[config.mk]
export PLATFORM = sky130hd
export DESIGN_NAME = squared_error_loss_grad
export DESIGN_NICKNAME = d
export VERILOG_FILES = /design/src/rtl/sqerr_pkg.sv /design/src/rtl/sqerr_ctrl.sv /design/src/rtl/sqerr_dp.sv /design/src/rtl/squared_error_loss_grad.sv
export VERILOG_INCLUDE_DIRS = /design/src /design/src/rtl
export SDC_FILE = /design/constraint.sdc
export NUM_CORES = 2
export LEC_CHECK = 0
export BUFFER_PORTS_ARGS = -buffer_cell sky130_fd_sc_hd__buf_2
export CAP_MARGIN = 10
export CORE_ASPECT_RATIO = 1.25
export CORE_MARGIN = 2
export CORE_UTILIZATION = 35
export DETAILED_ROUTE_END_ITERATION = 16
export PLACE_DENSITY_LB_ADDON = 0.3
export SYNTH_ARGS = -nofsm -noshare
export SYNTH_HDL_FRONTEND = slang
export SYNTH_HIERARCHICAL = 1
export SYNTH_SLANG_ARGS = --single-unit
[constraint.sdc]
create_clock -name clk_i -period 7.9 [get_ports clk_i]
set_input_delay 1.185 -clock clk_i [delete_from_list [all_inputs] [get_ports clk_i]]
set_output_delay 1.185 -clock clk_i [all_outputs]
set_load 0.02 [all_outputs]
[src/rtl/assert_macros.svh]
// ----------------------------------------------------------------------------
// Assertion macros
// Shared forms for the concurrent checks of the RTL.
// ----------------------------------------------------------------------------
`ifndef ASSERT_MACROS_SVH
`define ASSERT_MACROS_SVH

// Same-cycle implication, clocked on the rising edge, off during reset.
`define SQE_ASSERT_IMP(lbl, clk, rstn, a, b) \
  lbl: assert property (@(posedge clk) disable iff (!rstn) (a) |-> (b)) \
    else $error("sqerr check failed");

// Next-cycle implication, clocked on the rising edge, off during reset.
`define SQE_ASSERT_NXT(lbl, clk, rstn, a, b) \
  lbl: assert property (@(posedge clk) disable iff (!rstn) (a) |=> (b)) \
    else $error("sqerr check failed");

`endif

[src/rtl/sqerr_pkg.sv]
// ----------------------------------------------------------------------------
// sqerr_pkg
// Codes, command and status types, and a saturation helper of the loss block.
// ----------------------------------------------------------------------------
`default_nettype none

package sqerr_pkg;

  localparam logic [1:0] MODE_FWD  = 2'd0;
  localparam logic [1:0] MODE_GRAD = 2'd1;
  localparam logic [1:0] MODE_HESS = 2'd2;
  localparam logic [1:0] MODE_NONE = 2'd3;

  localparam logic [1:0] MUL_NONE = 2'd0;
  localparam logic [1:0] MUL_SQ   = 2'd1;
  localparam logic [1:0] MUL_GRAD = 2'd2;
  localparam logic [1:0] MUL_HESS = 2'd3;

  localparam int SumW = 48;
  localparam logic signed [15:0] OneQ12 = 16'sd4096;
  localparam logic signed [15:0] TwoQ12 = 16'sd8192;

  typedef struct packed {
    logic       load;
    logic [1:0] mul_op;
    logic       finish;
  } cmd_t;

  typedef struct packed {
    logic [1:0] mode;
    logic       has_h;
    logic       out_free;
  } status_t;

  function automatic logic signed [15:0] sat16(input logic signed [39:0] v);
    logic signed [15:0] r;
    if (v > 40'sd32767) begin
      r = 16'sh7FFF;
    end else if (v < -40'sd32768) begin
      r = 16'sh8000;
    end else begin
      r = v[15:0];
    end
    return r;
  endfunction

endpackage

`default_nettype wire

[src/rtl/sqerr_ctrl.sv]
// ----------------------------------------------------------------------------
// sqerr_ctrl
// Sequencer that steps one element through the shared multiplier.
// ----------------------------------------------------------------------------
`default_nettype none

module sqerr_ctrl
  import sqerr_pkg::*;
(
  input  wire logic       clk_i,
  input  wire logic       rst_ni,
  input  wire logic       in_valid_i,
  input  wire logic [1:0] mode_i,
  input  wire logic       has_up_hess_i,
  output logic            in_stall_o,
  input  wire status_t    status_i,
  output cmd_t            cmd_o
);

  localparam logic [2:0] S_IDLE = 3'd0;
  localparam logic [2:0] S_SQ   = 3'd1;
  localparam logic [2:0] S_GRAD = 3'd2;
  localparam logic [2:0] S_HESS = 3'd3;
  localparam logic [2:0] S_DONE = 3'd4;

  logic [2:0] state_q, state_d;
  logic       accept;

  assign in_stall_o = (state_q != S_IDLE);
  assign accept     = in_valid_i && !in_stall_o;

  always_comb begin
    state_d       = state_q;
    cmd_o.load    = 1'b0;
    cmd_o.mul_op  = MUL_NONE;
    cmd_o.finish  = 1'b0;
    case (state_q)
      S_IDLE: begin
        if (accept) begin
          cmd_o.load = 1'b1;
          case (mode_i)
            MODE_FWD:  state_d = S_SQ;
            MODE_GRAD: state_d = S_GRAD;
            MODE_HESS: state_d = has_up_hess_i ? S_SQ : S_GRAD;
            default:   state_d = S_IDLE;
          endcase
        end
      end
      S_SQ: begin
        cmd_o.mul_op = MUL_SQ;
        state_d = (status_i.mode == MODE_FWD) ? S_DONE : S_GRAD;
      end
      S_GRAD: begin
        cmd_o.mul_op = MUL_GRAD;
        state_d = (status_i.mode == MODE_HESS && status_i.has_h) ? S_HESS : S_DONE;
      end
      S_HESS: begin
        cmd_o.mul_op = MUL_HESS;
        state_d = S_DONE;
      end
      S_DONE: begin
        if (status_i.out_free) begin
          cmd_o.finish = 1'b1;
          state_d = S_IDLE;
        end
      end
      default: state_d = S_IDLE;
    endcase
  end

  always_ff @(posedge clk_i or negedge rst_ni) begin
    if (!rst_ni) begin
      state_q <= S_IDLE;
    end else begin
      state_q <= state_d;
    end
  end

endmodule

`default_nettype wire

[src/rtl/sqerr_dp.sv]
// ----------------------------------------------------------------------------
// sqerr_dp
// Operand registers, shared multiplier, accumulator, rounding and output.
// ----------------------------------------------------------------------------
`default_nettype none

module sqerr_dp
  import sqerr_pkg::*;
(
  input  wire logic                clk_i,
  input  wire logic                rst_ni,
  input  wire cmd_t                cmd_i,
  output status_t                  status_o,
  input  wire logic                simple_hessian_i,
  input  wire logic [1:0]          mode_i,
  input  wire logic signed [15:0]  prediction_i,
  input  wire logic signed [15:0]  target_i,
  input  wire logic signed [15:0]  up_grad_i,
  input  wire logic                has_up_grad_i,
  input  wire logic signed [15:0]  up_hess_i,
  input  wire logic                has_up_hess_i,
  input  wire logic                last_i,
  output logic                     out_valid_o,
  input  wire logic                out_stall_i,
  output logic [SumW-1:0]          error_sum_o,
  output logic signed [15:0]       in_grad_o,
  output logic signed [15:0]       in_hess_o,
  output logic                     last_out_o
);

  logic [1:0]         mode_q;
  logic               has_h_q;
  logic               last_q;
  logic signed [17:0] fp_q;
  logic signed [15:0] g_q;
  logic signed [15:0] h_q;

  logic [33:0]        sq_q;
  logic signed [33:0] grad_q;
  logic signed [49:0] hess_q;

  logic [SumW-1:0]    sum_q, sum_d;
  logic               out_valid_q, out_valid_d;
  logic [SumW-1:0]    error_sum_q;
  logic signed [15:0] in_grad_q, in_hess_q;
  logic               last_out_q;

  logic signed [16:0] diff;
  logic signed [35:0] mul_a;
  logic signed [17:0] mul_b;
  logic signed [53:0] mul_p;

  logic [SumW:0]      sum_add;
  logic [SumW-1:0]    sum_sat;
  logic signed [35:0] grad_rnd;
  logic signed [40:0] hess_term;
  logic signed [51:0] hess_rnd;
  logic signed [15:0] grad_res;
  logic signed [15:0] hess_res;

  assign diff = {prediction_i[15], prediction_i} - {target_i[15], target_i};

  always_ff @(posedge clk_i) begin
    if (cmd_i.load) begin
      mode_q  <= mode_i;
      has_h_q <= has_up_hess_i;
      last_q  <= last_i;
      fp_q    <= {diff, 1'b0};
      g_q     <= has_up_grad_i ? up_grad_i : OneQ12;
      h_q     <= up_hess_i;
    end
  end

  always_comb begin
    mul_a = {{18{fp_q[17]}}, fp_q};
    mul_b = fp_q;
    case (cmd_i.mul_op)
      MUL_GRAD: mul_b = {{2{g_q[15]}}, g_q};
      MUL_HESS: begin
        mul_a = {2'b00, sq_q};
        mul_b = {{2{h_q[15]}}, h_q};
      end
      default: mul_b = fp_q;
    endcase
  end

  assign mul_p = mul_a * mul_b;

  always_ff @(posedge clk_i) begin
    if (cmd_i.mul_op == MUL_SQ) begin
      sq_q <= mul_p[33:0];
    end
    if (cmd_i.mul_op == MUL_GRAD) begin
      grad_q <= mul_p[33:0];
    end
    if (cmd_i.mul_op == MUL_HESS) begin
      hess_q <= mul_p[49:0];
    end
  end

  // The squared product holds (2d)^2, so the element square is that over four.
  assign sum_add = {1'b0, sum_q} + {{(SumW - 31){1'b0}}, sq_q[33:2]};
  assign sum_sat = sum_add[SumW] ? {SumW{1'b1}} : sum_add[SumW-1:0];

  assign grad_rnd  = {{2{grad_q[33]}}, grad_q} + 36'sd2048;
  assign grad_res  = sat16({{16{grad_rnd[35]}}, grad_rnd[35:12]});
  assign hess_term = simple_hessian_i ? 41'sd0 : {{25{g_q[15]}}, g_q} <<< 25;
  assign hess_rnd  = {{2{hess_q[49]}}, hess_q} + {{11{hess_term[40]}}, hess_term}
                   + (52'sd1 <<< 35);
  assign hess_res  = sat16({{24{hess_rnd[51]}}, hess_rnd[51:36]});

  assign status_o.mode     = mode_q;
  assign status_o.has_h    = has_h_q;
  assign status_o.out_free = !out_valid_q || !out_stall_i;

  always_comb begin
    sum_d       = sum_q;
    out_valid_d = out_valid_q && out_stall_i;
    if (cmd_i.finish) begin
      out_valid_d = 1'b1;
      if (mode_q == MODE_FWD) begin
        sum_d = last_q ? '0 : sum_sat;
        out_valid_d = last_q;
      end
    end
  end

  always_ff @(posedge clk_i or negedge rst_ni) begin
    if (!rst_ni) begin
      sum_q       <= '0;
      out_valid_q <= 1'b0;
    end else begin
      sum_q       <= sum_d;
      out_valid_q <= out_valid_d;
    end
  end

  always_ff @(posedge clk_i) begin
    if (cmd_i.finish) begin
      last_out_q <= last_q;
      if (mode_q == MODE_FWD) begin
        error_sum_q <= sum_sat;
        in_grad_q   <= '0;
        in_hess_q   <= '0;
      end else begin
        error_sum_q <= '0;
        in_grad_q   <= grad_res;
        if (mode_q == MODE_HESS) begin
          in_hess_q <= has_h_q ? hess_res : TwoQ12;
        end else begin
          in_hess_q <= '0;
        end
      end
    end
  end

  assign out_valid_o = out_valid_q;
  assign error_sum_o = error_sum_q;
  assign in_grad_o   = in_grad_q;
  assign in_hess_o   = in_hess_q;
  assign last_out_o  = last_out_q;

endmodule

`default_nettype wire

[src/rtl/squared_error_loss_grad.sv]
// ----------------------------------------------------------------------------
// squared_error_loss_grad
// Squared-error loss with gradient and diagonal hessian, one element a word.
// ----------------------------------------------------------------------------
// Each input word carries one prediction and target pair in signed Q4.12 and
// one of three modes. Forward mode adds the squared error to a saturating
// Q24.24 sum and delivers that sum on the word marked last, then clears it.
// Gradient mode delivers 2(x-t)g, and hessian mode adds the diagonal hessian
// element. All products run through one shared 36x18 multiplier: forward mode
// takes the square, gradient mode and hessian mode without an upstream
// hessian the gradient, and hessian mode with one the square, gradient and
// hessian in turn, with the input stalled until the result register is
// loaded; a word with mode 3 is taken and dropped without a stall.
// The result register lets the next word enter while a result waits.
// ----------------------------------------------------------------------------
`default_nettype none

`include "assert_macros.svh"

module squared_error_loss_grad
  import sqerr_pkg::*;
(
  input  wire logic                clk_i,
  input  wire logic                rst_ni,
  input  wire logic                psel,
  input  wire logic                penable,
  input  wire logic                pwrite,
  input  wire logic [2:0]          paddr,
  input  wire logic [31:0]         pwdata,
  output logic [31:0]              prdata,
  output logic                     pready,
  input  wire logic                in_valid_i,
  output logic                     in_stall_o,
  input  wire logic [1:0]          mode_i,
  input  wire logic signed [15:0]  prediction_i,
  input  wire logic signed [15:0]  target_i,
  input  wire logic signed [15:0]  up_grad_i,
  input  wire logic                has_up_grad_i,
  input  wire logic signed [15:0]  up_hess_i,
  input  wire logic                has_up_hess_i,
  input  wire logic                last_i,
  output logic                     out_valid_o,
  input  wire logic                out_stall_i,
  output logic [SumW-1:0]          error_sum_o,
  output logic signed [15:0]       in_grad_o,
  output logic signed [15:0]       in_hess_o,
  output logic                     last_out_o
);

  logic    simple_q, simple_d;
  cmd_t    cmd;
  status_t status;

  assign pready   = 1'b1;
  assign simple_d = (psel && penable && pwrite && (paddr[2] == 1'b0)) ? pwdata[0]
                  : simple_q;
  assign prdata   = (paddr[2] == 1'b0) ? {31'd0, simple_q} : 32'd0;

  always_ff @(posedge clk_i or negedge rst_ni) begin
    if (!rst_ni) begin
      simple_q <= 1'b0;
    end else begin
      simple_q <= simple_d;
    end
  end

  sqerr_ctrl u_ctrl (
    .clk_i         (clk_i),
    .rst_ni        (rst_ni),
    .in_valid_i    (in_valid_i),
    .mode_i        (mode_i),
    .has_up_hess_i (has_up_hess_i),
    .in_stall_o    (in_stall_o),
    .status_i      (status),
    .cmd_o         (cmd)
  );

  sqerr_dp u_dp (
    .clk_i            (clk_i),
    .rst_ni           (rst_ni),
    .cmd_i            (cmd),
    .status_o         (status),
    .simple_hessian_i (simple_q),
    .mode_i           (mode_i),
    .prediction_i     (prediction_i),
    .target_i         (target_i),
    .up_grad_i        (up_grad_i),
    .has_up_grad_i    (has_up_grad_i),
    .up_hess_i        (up_hess_i),
    .has_up_hess_i    (has_up_hess_i),
    .last_i           (last_i),
    .out_valid_o      (out_valid_o),
    .out_stall_i      (out_stall_i),
    .error_sum_o      (error_sum_o),
    .in_grad_o        (in_grad_o),
    .in_hess_o        (in_hess_o),
    .last_out_o       (last_out_o)
  );

  `SQE_ASSERT_NXT(a_drop_unused, clk_i, rst_ni,
    in_valid_i && !in_stall_o && mode_i == MODE_NONE, !in_stall_o)
  `SQE_ASSERT_NXT(a_busy_after_accept, clk_i, rst_ni,
    in_valid_i && !in_stall_o && mode_i != MODE_NONE, in_stall_o)
  `SQE_ASSERT_IMP(a_sum_only_on_last, clk_i, rst_ni,
    out_valid_o && !last_out_o, error_sum_o == '0)
  `SQE_ASSERT_IMP(a_sum_excludes_grad, clk_i, rst_ni,
    out_valid_o && error_sum_o != '0, in_grad_o == '0 && in_hess_o == '0)

endmodule

`default_nettype wire
==> flow_summary.json <==
{
  "ys_async_sr_fraction_pct": 19.7,
  "area_delta_synth_final_pct": 17.7,
  "fin_nets": 5067,
  "cp.arrival_ns": 8.10,
  "reg2reg_slack_ns": 0.20,
  "die_h_um": 358,
  "finalCriticalPeriod_ns": 7.70,
  "synthXorXnorAreaFrac_pct": 3.11,
  "synth_top_family_by_area": "adder cells",
  "tns_ns": 0,
  "maxSlewHeadroom_pct": 22.3,
  "reg2reg_depth": 27,
  "synth.avg_cell_area_um2": 9.38,
  "synth_ff_type": "edfxtp_1",
  "hpwlAfterDp_mm": 91.4,
  "ys_seq_elements": 269,
  "hold_class": "flip-flop to flip-flop",
  "critPathCapture": "u_dp/hess_q[43]$_DFFE_PP_",
  "grt_pass1_vias": 29000,
  "fin_crit_sh_pct": 97.5,
  "worstSetupPathType": "flip-flop to flip-flop",
  "max-clock-path-buffers": 3,
  "cts_hold_buf": 0,
  "clk_latency_ns": 0.65,
  "postRouteAntennaNets": 0,
  "holdPathStages": 1,
  "required_ns": 8.30,
  "synthMuxAreaShare_pct": 1.20,
  "routed_wirelength_mm": 109,
  "crit_start": "u_ctrl/state_q[2]$_DFFE_PN0P_",
  "gr-usage-met3_pct": 2.56,
  "die_w_um": 288,
  "grtUsageMet1_pct": 26.1,
  "netlist_area_um2": 35200,
  "portBuffers": 161,
  "setup_violations": 0,
  "io_pins": 227,
  "gr-max-usage-layer": "met2",
  "grt_max_degree": 65,
  "groute.usage.overall_pct": 21.7,
  "fin_hold_ws_ns": 0.487,
  "numCtsBuffers": 30,
  "antenna_cells": 0,
  "fin_ws_ns": 0.199,
  "hold_start": "u_dp/sum_q[2]$_DFFE_PN0P_",
  "synthAdderAreaFrac_pct": 40.8,
  "drt_pass1_iterations": 7,
  "synth_top_area_cell": "fa_1",
  "r2r_end": "u_dp/hess_q[43]$_DFFE_PP_",
  "cap_viol_max_count": 0,
  "syn_inst": 3750,
  "fp.coreArea_um2": 100000,
  "worst_pin_slew_ns": 1.17,
  "gp_congestion": 0.947,
  "drt_iter0_drc": 1663,
  "via_per_inst": 4.95,
  "synth-edff-count": 216,
  "status": "completed",
  "start_util_pct": 35.2,
  "netlist.area_leader.share_pct": 33.0,
  "htree_num_levels": 1,
  "path_max_fanout": 12,
  "cp-start-kind": "flip-flop",
  "vias": 27200,
  "synth_cell_types": 95,
  "crit_path_end_kind": "flip-flop",
  "synthSimpleGateAreaFrac_pct": 14.2,
  "pre_cts_ws_ns": -0.0828,
  "clkTransAtPathRegs_ns": 0.07,
  "hold_viol": 0,
  "grt_pass1_wl_mm": 169,
  "placedCellCount": 5436,
  "wl_per_cell_um": 19.8,
  "grt-ovfl-total": 0,
  "cts_tree": "yes",
  "synth-compound-area-share_pct": 8.68,
  "antenna_found_initial": 1,
  "fin_skew_ns": 0.0587,
  "drive_above_1_share_pct": 16.0,
  "root_buffer": "clkbuf_16",
  "fin_cells": 5500,
  "rr_startpoint": "u_ctrl/state_q[2]$_DFFE_PN0P_",
  "max_freq_mhz": 130,
  "rows": 130,
  "netlist_top_cells_area": "fa_1, edfxtp_1, ha_1",
  "ys_seq_area_share_pct": 22.2,
  "grt_util_met2_pct": 38.8,
  "die_area_um2": 103000,
  "synth_warnings": 6,
  "slew_viol_final": 0,
  "drcViolationCount": 0,
  "cts_sinks": 269
}
## how the worst min path moves through the flow
stage,end
after floorplan,u_dp/last_out_o$_DFFE_PP_
after global placement,u_dp/sum_q[25]$_DFFE_PN0P_
after detailed placement,u_dp/sum_q[17]$_DFFE_PN0P_
after CTS,u_dp/sum_q[17]$_DFFE_PN0P_
after global routing,u_dp/sum_q[19]$_DFFE_PN0P_
final,u_dp/sum_q[2]$_DFFE_PN0P_
## what timing repair did
item                                    in CTS  in global routing
resized for setup                            5                 70
endpoints found under the setup margin      10                 22
setup buffers                                0                  8
cloned                                       0                  1
pin swaps                                    0                 11
## metrics by stage
stage,instance area (µm²),util (%)
finish,41400,41.4
global route,41400,41.4
global placement,40000,40.0
detailed placement,40000,40.0
floorplan,35300,-
CTS,41000,41.0
## kinds of logic (layout without fill, tap and decap cells)
| family | Yosys count | in the layout |
|---|---|---|
| fa+ha+maj | 800 | 800 |
| simple gates | 1165 | 1165 |
| other cells | 2 | 32 |
| mux | 41 | 41 |
| compound gates | 472 | 472 |
| xor+xnor | 125 | 125 |
| buf+inv | 876 | 1276 |
| flops | 269 | 269 |
## final cells by class
type	instances	area (µm²)
inverter	709	2670
fill	9966	58600
clock buffer	32	758
tap	1320	1650
sequential	269	7810
multi-input combinational	2635	24300
clock inverter	24	256
timing repair buffer	511	3910
## synth_stat cells (4+ instances only)
master      n
buf_4      34
nand2b_1   19
o21bai_1   14
and4_1     11
buf_1       4
and3_1     21
o21ai_0    90
a21oi_1   163
dfrtp_1    53
or2_2       4
fa_1      580
edfxtp_1  216
a21boi_0    6
a211oi_1    9
or3_1       6
nand3_1    38
and2_1     23
mux2i_1    36
clkbuf_1  122
o21a_1     23
a31o_1      4
nor3b_1     7
ha_1      220
a31o_2      7
nand2_1   562
nor3_1     26
nor2_1    372
xnor2_1    79
nand4_1    13
o31ai_1     9
o22ai_1     4
xor2_1     46
a31oi_1    18
a21o_1     69
o21ai_1     5
inv_1     708
nor2b_1    30
buf_2       7
## state kept, by name, indices dropped and copies added, names as in the netlist, 2 cells and up
| register | flops |
|---|---|
| u_dp/error_sum_o | 48 |
| u_dp/sum_q | 48 |
| u_dp/sq_q | 34 |
| u_dp/hess_q | 25 |
| u_dp/grad_q | 23 |
| u_dp/fp_q | 17 |
| u_dp/g_q | 16 |
| u_dp/h_q | 16 |
| u_dp/in_grad_o | 16 |
| u_dp/in_hess_o | 16 |
| u_ctrl/state_q | 3 |
| u_dp/mode_q | 2 |
## cells in the final DEF, fill, tap and decap left out, types with 46 or more instances in the layout
master and count:
nor2_1 367, nand2_1 556, inv_1 706, a21oi_1 146, ha_1 220, fa_1 577
xnor2_1 77, buf_4 304, o21ai_0 88, a21o_1 67, dfrtp_1 53, xor2_1 46
edfxtp_1 216, buf_2 161
## layer usage
metal	share of wire (%)	up-vias	wire, µm
met5	0	-	0
met4	5.1	0	5520
met3	5.4	211	5880
met2	51	854	55000
met1	39	13600	42400
li1	-	12500	-
## critical path, stage by stage, from the launching register on
cell and delay [ns]:
dfrtp_1 0.43, nor2b_4 0.18, mux2i_2 0.45, a21o_1 0.39, buf_12 0.19, nor2_1 0.06
fa_1 0.53, inv_1 0.05, fa_1 0.49, fa_1 0.52, inv_1 0.05, fa_1 0.52
fa_1 0.56, inv_1 0.05, fa_1 0.53, inv_1 0.04, ha_1 0.39, nand2_1 0.08
o21a_1 0.20, nand3b_1 0.11, o221ai_2 0.18, o31ai_4 0.39, nand4_1 0.17, buf_4 0.19
a31oi_4 0.20, a31o_2 0.25, a31oi_2 0.11, xnor2_1 0.13
Power is not shown: default switching activity piles up to over one toggle a cycle in this logic, so the estimate is an artifact.
